===== src/arsp_pkg.sv =====
// Package for the adjacency record stream parser.
// Payload structs and result codes; no dependencies.
package arsp_pkg;

    localparam int unsigned CountW = 33;
    localparam int unsigned IdW    = 32;

    localparam logic       KIND_EDGE    = 1'b0;
    localparam logic       KIND_SUMMARY = 1'b1;

    localparam logic [1:0] ST_OK        = 2'd0;
    localparam logic [1:0] ST_OVERFLOW  = 2'd1;
    localparam logic [1:0] ST_TRUNCATED = 2'd2;
    localparam logic [1:0] ST_RANGE     = 2'd3;

    typedef struct packed {
        logic [7:0] data_byte;
        logic       is_final;
    } t_in_item;

    typedef struct packed {
        logic              result_kind;
        logic [IdW-1:0]    source_node;
        logic [IdW-1:0]    target_node;
        logic [CountW-1:0] node_total;
        logic [1:0]        status;
        logic              last_of_run;
    } t_out_item;

endpackage


===== src/adjacency_record_stream_parser.sv =====
// Adjacency record stream parser: LEB128 degree plus 32-bit id decoder.
// Depends on arsp_pkg.
//
// Takes one stream byte per cycle. Each byte updates the record state and
// drops zero, one or two results into a three-entry result queue. The input
// is ready whenever at most one result is pending, so a byte is taken every
// cycle as long as the consumer keeps up; a final byte that also completes
// an id yields two results, an edge and then the summary. Results are
// registered in the queue before they reach the output.
module adjacency_record_stream_parser (
    input  logic                     i_clk,
    input  logic                     i_rst_n,
    input  logic                     i_cfg_we,
    input  logic [32:0]              i_cfg_wdata,
    input  logic                     i_in_valid,
    output logic                     o_in_ready,
    input  arsp_pkg::t_in_item       i_in_data,
    output logic                     o_out_valid,
    input  logic                     i_out_ready,
    output arsp_pkg::t_out_item      o_out_data
);
    import arsp_pkg::*;

    typedef enum logic [1:0] {
        PH_DEGREE,
        PH_IDS,
        PH_ERROR
    } t_phase;

    localparam logic [CountW-1:0] CountMax = '1;
    localparam logic [IdW-1:0]    IdMax    = '1;

    logic [CountW-1:0] r_min_count;

    t_phase            r_phase, n_phase;
    logic [3:0]        r_group, n_group;
    logic [63:0]       r_acc, n_acc;
    logic [63:0]       r_edges, n_edges;
    logic [1:0]        r_idx, n_idx;
    logic [23:0]       r_partial, n_partial;
    logic [CountW-1:0] r_cur, n_cur;
    logic [IdW-1:0]    r_max, n_max;

    t_out_item         r_q [3];
    t_out_item         n_q [3];
    t_out_item         sh_q [3];
    logic [1:0]        r_cnt, n_cnt;

    logic              in_xfer, out_xfer;
    logic [7:0]        b;
    logic [5:0]        shift;
    logic [63:0]       acc_or;
    logic              overflow;
    logic              have_edge;
    logic              have_sum;
    logic [IdW-1:0]    edge_id;
    logic [IdW-1:0]    edge_src;
    logic              open_rec;
    logic [CountW-1:0] nodes_read;
    logic [CountW-1:0] total;
    logic [1:0]        sum_status;
    t_out_item         res0, res1;
    logic [1:0]        nres;
    logic [1:0]        c1;

    assign in_xfer     = i_in_valid && o_in_ready;
    assign out_xfer    = o_out_valid && i_out_ready;
    assign o_in_ready  = (r_cnt < 2'd2);
    assign o_out_valid = (r_cnt != 2'd0);
    assign o_out_data  = r_q[0];

    assign b      = i_in_data.data_byte;
    assign shift  = 6'(r_group) * 6'd7;
    assign acc_or = r_acc | ({57'd0, b[6:0]} << shift);

    // Record state update for one byte
    always_comb begin
        n_phase   = r_phase;
        n_group   = r_group;
        n_acc     = r_acc;
        n_edges   = r_edges;
        n_idx     = r_idx;
        n_partial = r_partial;
        n_cur     = r_cur;
        n_max     = r_max;
        overflow  = 1'b0;
        have_edge = 1'b0;
        edge_id   = {b, r_partial};
        edge_src  = (r_cur > {1'b0, IdMax}) ? IdMax : r_cur[IdW-1:0];

        unique case (r_phase)
            PH_DEGREE: begin
                if (r_group >= 4'd9 && b[7:1] != 7'd0) begin
                    overflow = 1'b1;
                    n_group  = 4'd9;
                    n_phase  = PH_ERROR;
                end else begin
                    n_acc = acc_or;
                    if (b[7] && r_group < 4'd9) begin
                        n_group = r_group + 4'd1;
                    end else if (acc_or == 64'd0) begin
                        // empty record completes on its last degree byte
                        n_cur   = (r_cur == CountMax) ? r_cur : r_cur + 1'b1;
                        n_group = 4'd0;
                        n_acc   = 64'd0;
                    end else begin
                        n_edges   = acc_or;
                        n_phase   = PH_IDS;
                        n_idx     = 2'd0;
                        n_partial = 24'd0;
                    end
                end
            end
            PH_IDS: begin
                case (r_idx)
                    2'd0: n_partial = {r_partial[23:8], b};
                    2'd1: n_partial = {r_partial[23:16], b, r_partial[7:0]};
                    2'd2: n_partial = {b, r_partial[15:0]};
                    default: begin
                        have_edge = 1'b1;
                        n_partial = 24'd0;
                    end
                endcase
                if (r_idx != 2'd3) begin
                    n_idx = r_idx + 2'd1;
                end else begin
                    n_idx   = 2'd0;
                    n_max   = (edge_id > r_max) ? edge_id : r_max;
                    n_edges = r_edges - 64'd1;
                    if (r_edges == 64'd1) begin
                        n_cur   = (r_cur == CountMax) ? r_cur : r_cur + 1'b1;
                        n_phase = PH_DEGREE;
                        n_group = 4'd0;
                        n_acc   = 64'd0;
                    end
                end
            end
            PH_ERROR: begin
            end
            default: begin
                n_phase = PH_DEGREE;
            end
        endcase
    end

    // Summary fields come from the state after this byte
    always_comb begin
        open_rec   = (n_phase != PH_DEGREE) || (n_group != 4'd0);
        nodes_read = (open_rec && n_cur != CountMax) ? n_cur + 1'b1 : n_cur;
        total      = (nodes_read > r_min_count) ? nodes_read : r_min_count;
        if (overflow || n_phase == PH_ERROR) begin
            sum_status = ST_OVERFLOW;
        end else if (open_rec) begin
            sum_status = ST_TRUNCATED;
        end else if ({1'b0, n_max} >= total) begin
            sum_status = ST_RANGE;
        end else begin
            sum_status = ST_OK;
        end
        have_sum = overflow || i_in_data.is_final;
    end

    always_comb begin
        t_out_item e, s;
        e.result_kind = KIND_EDGE;
        e.source_node = edge_src;
        e.target_node = edge_id;
        e.node_total  = '0;
        e.status      = ST_OK;
        e.last_of_run = !have_sum;
        s.result_kind = KIND_SUMMARY;
        s.source_node = '0;
        s.target_node = n_max;
        s.node_total  = total;
        s.status      = sum_status;
        s.last_of_run = 1'b1;
        res0 = have_edge ? e : s;
        res1 = s;
        if (!in_xfer) begin
            nres = 2'd0;
        end else begin
            nres = 2'({1'b0, have_edge} + {1'b0, have_sum});
        end
    end

    // Result queue: drain from the head, append behind what stays
    always_comb begin
        c1      = r_cnt - {1'b0, out_xfer};
        sh_q[0] = out_xfer ? r_q[1] : r_q[0];
        sh_q[1] = out_xfer ? r_q[2] : r_q[1];
        sh_q[2] = r_q[2];
        for (int k = 0; k < 3; k++) begin
            if (k < int'(c1)) begin
                n_q[k] = sh_q[k];
            end else if (k == int'(c1) && nres != 2'd0) begin
                n_q[k] = res0;
            end else if (k == int'(c1) + 1 && nres == 2'd2) begin
                n_q[k] = res1;
            end else begin
                n_q[k] = sh_q[k];
            end
        end
        n_cnt = c1 + nres;
    end

    always_ff @(posedge i_clk) begin
        r_q <= n_q;
        if (!i_rst_n) begin
            r_min_count <= '0;
            r_cnt       <= 2'd0;
            r_phase     <= PH_DEGREE;
            r_group     <= 4'd0;
            r_acc       <= 64'd0;
            r_edges     <= 64'd0;
            r_idx       <= 2'd0;
            r_partial   <= 24'd0;
            r_cur       <= '0;
            r_max       <= '0;
        end else begin
            r_cnt <= n_cnt;
            if (i_cfg_we) begin
                r_min_count <= i_cfg_wdata;
            end
            if (in_xfer) begin
                if (i_in_data.is_final) begin
                    r_phase   <= PH_DEGREE;
                    r_group   <= 4'd0;
                    r_acc     <= 64'd0;
                    r_edges   <= 64'd0;
                    r_idx     <= 2'd0;
                    r_partial <= 24'd0;
                    r_cur     <= '0;
                    r_max     <= '0;
                end else begin
                    r_phase   <= n_phase;
                    r_group   <= n_group;
                    r_acc     <= n_acc;
                    r_edges   <= n_edges;
                    r_idx     <= n_idx;
                    r_partial <= n_partial;
                    r_cur     <= n_cur;
                    r_max     <= n_max;
                end
            end
        end
    end

endmodule


===== config.mk =====
export PLATFORM = sky130hd
export DESIGN_NAME = adjacency_record_stream_parser
export DESIGN_NICKNAME = d
export VERILOG_FILES = /design/src/arsp_pkg.sv /design/src/adjacency_record_stream_parser.sv
export SDC_FILE = /design/constraint.sdc
export NUM_CORES = 2
export LEC_CHECK = 0
export BUFFER_PORTS_ARGS = -buffer_cell sky130_fd_sc_hd__buf_2
export CAP_MARGIN = 25
export CORE_AREA = 2 2 362 364
export CTS_CLUSTER_SIZE = 14
export DETAILED_ROUTE_END_ITERATION = 12
export DIE_AREA = 0 0 364 366
export GPL_TIMING_DRIVEN = 1
export PLACE_DENSITY = 0.5
export SYNTH_ARGS = -nofsm -noshare
export SYNTH_HDL_FRONTEND = slang
export SYNTH_SLANG_ARGS = --single-unit

===== constraint.sdc =====
create_clock -name i_clk -period 23.5 [get_ports i_clk]
set_clock_uncertainty 0.2 [all_clocks]
set_input_delay 1.175 -clock i_clk [delete_from_list [all_inputs] [get_ports i_clk]]
set_output_delay 1.175 -clock i_clk [all_outputs]
set_load 0.1 [all_outputs]

==> run summary <==
status = completed
headroom to the max-slew limit = 0.319
FMAX = 64.2 MHz
Setup TNS Final = 0 ps
Syn Inst Count = 3841
# setup viols final = 0
Placed Cells = 5411
maxcap violations = 0
row cnt = 132
die area = 133000 µm²
FF/Latch Area = 12300 µm²
Die Y = 366 µm
first-pass GRT wire length = 171000 µm
Synth Cell Area = 32100 µm²
Internal = 2.18 mW
Layout Cells excl Fill = 5542
CP Data Required Time = 23660 ps
GRT Util Overall = 0.165
startpoint types = flip-flop
syn avg cell area = 8.36 µm²
Min Hold Slack = 274 ps
clk_lat worst skew = 630 ps
# DRC = 0
reg2reg setup slack = 7920 ps
final hold vios = 0
H-tree Lvls = 3
clk buf depth = 3
Iter 0 DRT Violations = 2477
WP data arrival = 15750 ps
Final Cycle Share = 0.663
async set-reset flop share out of synthesis = 0
Top-Level Pins = 150
combinational share of power = 0.374
DRT Pass-1 Iters = 5
vias in the first global route = 26200
DPL Wire Length = 78700 µm
pwr/cell area = 106 nW/µm²
final instance area = 36200 µm²
Final min period = 15580 ps
Die Wd = 364 µm
worst-margin pin slew = 995 ps
GRT Residual Overflow = 0
critical path's slowest cell = fa_1
FF-to-FF End = r_q[2]
wire per inst = 20.6 µm
Reg clk slew, reported paths = 60 ps
Critical Path Sink Type = flip-flop
Leak = 13.3 nW
most common cell after layout, fill and taps aside = dfxtp_1
Synth Flop Type = dfxtp_1
Multi-input gate area = 17700 µm²
Hold Path End = r_edges[39]
WHS Path Cells = 2
hold_buf cts = 0
CP Max Fanout = 23
post-route ant nets = 0
post-CTS setup buffer count = 0
number of port buffers = 149
Vias per Instance = 5.07
syn_nets = 4011
antenna violations before repair = 9
EDFF count, synth = 101
NetSw = 1.64 mW
CTS tree = built
Worst Min Path Start = r_edges[39]
P&R area growth vs syn = 12.6%
Vias = 28100
crit-path max cell delay = 1020 ps
RSZ-0062 raised after global routing = no
R2R cell count = 51
Starting Density = 0.249
gpl congestion = 0.915
worst r2r src = r_group[0]
CTS Buf Count = 69
CTS Sinks = 563
Net count, final = 3914
wirelength, routed = 114000 µm
max-slew violations = 0
clock root buffer = clkbuf_16
sequential-to-total area share from yosys stat = 0.382
DP Area = 33800 µm²
Core ar. = 129000 µm²
largest net degree at the start of global routing = 108
Synth Register Bits = 563
critical path's most frequent cell = o21a_1
post-cts resize count = 0
filler cell count = 13900
most frequent cells in the layout = dfxtp_1 (462), nor2_1 (379), nand2_1 (347)
Yosys Warn Count = 0
hold crit path type = reg -> reg
share of cells above drive strength 1 = 0.110
final core utilization = 0.280
CP Class = reg -> reg
Synth cell types = 90
clock network power share = 0.285
worst vdd ir = 0.0649 mV
Seq pwr share = 0.341
Sw Ratio = 0.430
[cell type report]
cell class | count | share of cell area
Clock inverter | 23 | 0.00723
Antenna cell | 1 | 0.0000692
Sequential cell | 563 | 0.340
Clock buffer | 103 | 0.0563
Inverter | 108 | 0.0115
Tap cell | 1742 | 0.0603
Multi-Input combinational cell | 2791 | 0.489
Timing Repair Buffer | 211 | 0.0355
[critical path: cells and delay by family (launching register included)]
kind,cells,cell delay (ps)
DFF,1,850
buffers and inverters,3,350
AOI/OAI and AO/OA,21,5100
adders and majority gates,6,2520
and+or+nand+nor,21,6280
[through the flow]
stage	setup WS, ps	total power, mW
floorplan	10690	2.53
global placement	8410	2.74
detailed placement	8190	2.76
CTS	8090	3.86
global route	6850	4.00
finish	7920	3.82
[power by group through the flow]
stage               Combinational, mW  Clock (mW)  Sequential (mW)
floorplan                        1.25           0             1.28
global placement                 1.42           0             1.32
detailed placement               1.43           0             1.32
CTS                              1.44        1.12             1.30
global route                     1.52        1.16             1.32
finish                           1.43        1.09             1.30
[layer usage]
layer  GRT usage  part of all wire  up-vias
met4      0.0482             0.028        4
met3      0.0240             0.048      178
met2       0.268              0.47      765
li1            -                 -    13600
met1       0.225              0.45    13600
met5           0            0.0015        -
[state kept, by name, summed over array words and instances (netlist names)]
register and count:
r_acc 64, r_edges 64, r_q 202, r_min_count 33
o_out_data 101, r_phase 2, r_max 32, r_cnt 2
r_partial 24, r_cur 33, r_idx 2, r_group 4
[cell families after synthesis]
| family | synth area share |
|---|---|
| compound gates | 0.200 |
| xor+xnor | 0.0169 |
| fa+ha+maj | 0.0488 |
| buf+inv | 0.0696 |
| flops | 0.382 |
| mux | 0.0705 |
| simple gates | 0.212 |
[Yosys cell counts, types with 11 or more instances]
cell / instances / share of area
o31ai_1: 12 / 0.0028
buf_1: 31 / 0.0036
mux2i_1: 181 / 0.056
nand2b_1: 27 / 0.0053
a21boi_0: 43 / 0.010
o211ai_1: 39 / 0.0091
inv_1: 105 / 0.012
nand4_1: 46 / 0.0090
and3_1: 50 / 0.0097
a21oi_1: 231 / 0.036
a2111oi_0: 14 / 0.0038
a221oi_1: 13 / 0.0035
a311oi_1: 22 / 0.0060
xnor2_1: 36 / 0.0098
or4_1: 12 / 0.0028
xor2_1: 26 / 0.0071
a21o_1: 33 / 0.0077
nand2_1: 351 / 0.041
a31oi_1: 24 / 0.0047
ha_1: 119 / 0.046
nor4_1: 50 / 0.0097
nor2b_1: 184 / 0.036
nor3b_1: 14 / 0.0033
clkbuf_1: 236 / 0.028
or3_1: 27 / 0.0053
dfxtp_1: 462 / 0.29
nor2_1: 382 / 0.045
a22oi_1: 115 / 0.027
nor3_1: 59 / 0.0092
o21ai_0: 197 / 0.031
o22ai_1: 117 / 0.023
o21ai_1: 11 / 0.0017
a211oi_1: 30 / 0.0070
and2_1: 44 / 0.0086
nand3_1: 102 / 0.016
buf_4: 102 / 0.024
edfxtp_1: 101 / 0.094
o21a_1: 16 / 0.0037
mux2_2: 39 / 0.014
[worst max path at each step]
stage | slack, ps | from | to
finish | 7920 | r_group[0] | r_q[2]
floorplan | 10690 | r_group[0] | r_q[1]
global route | 6850 | r_group[0] | r_q[2]
CTS | 8090 | r_group[0] | r_q[2]
detailed placement | 8190 | r_group[0] | r_q[2]
global placement | 8410 | r_group[0] | r_q[2]
Note: power is estimated with default switching activity, not from simulation.
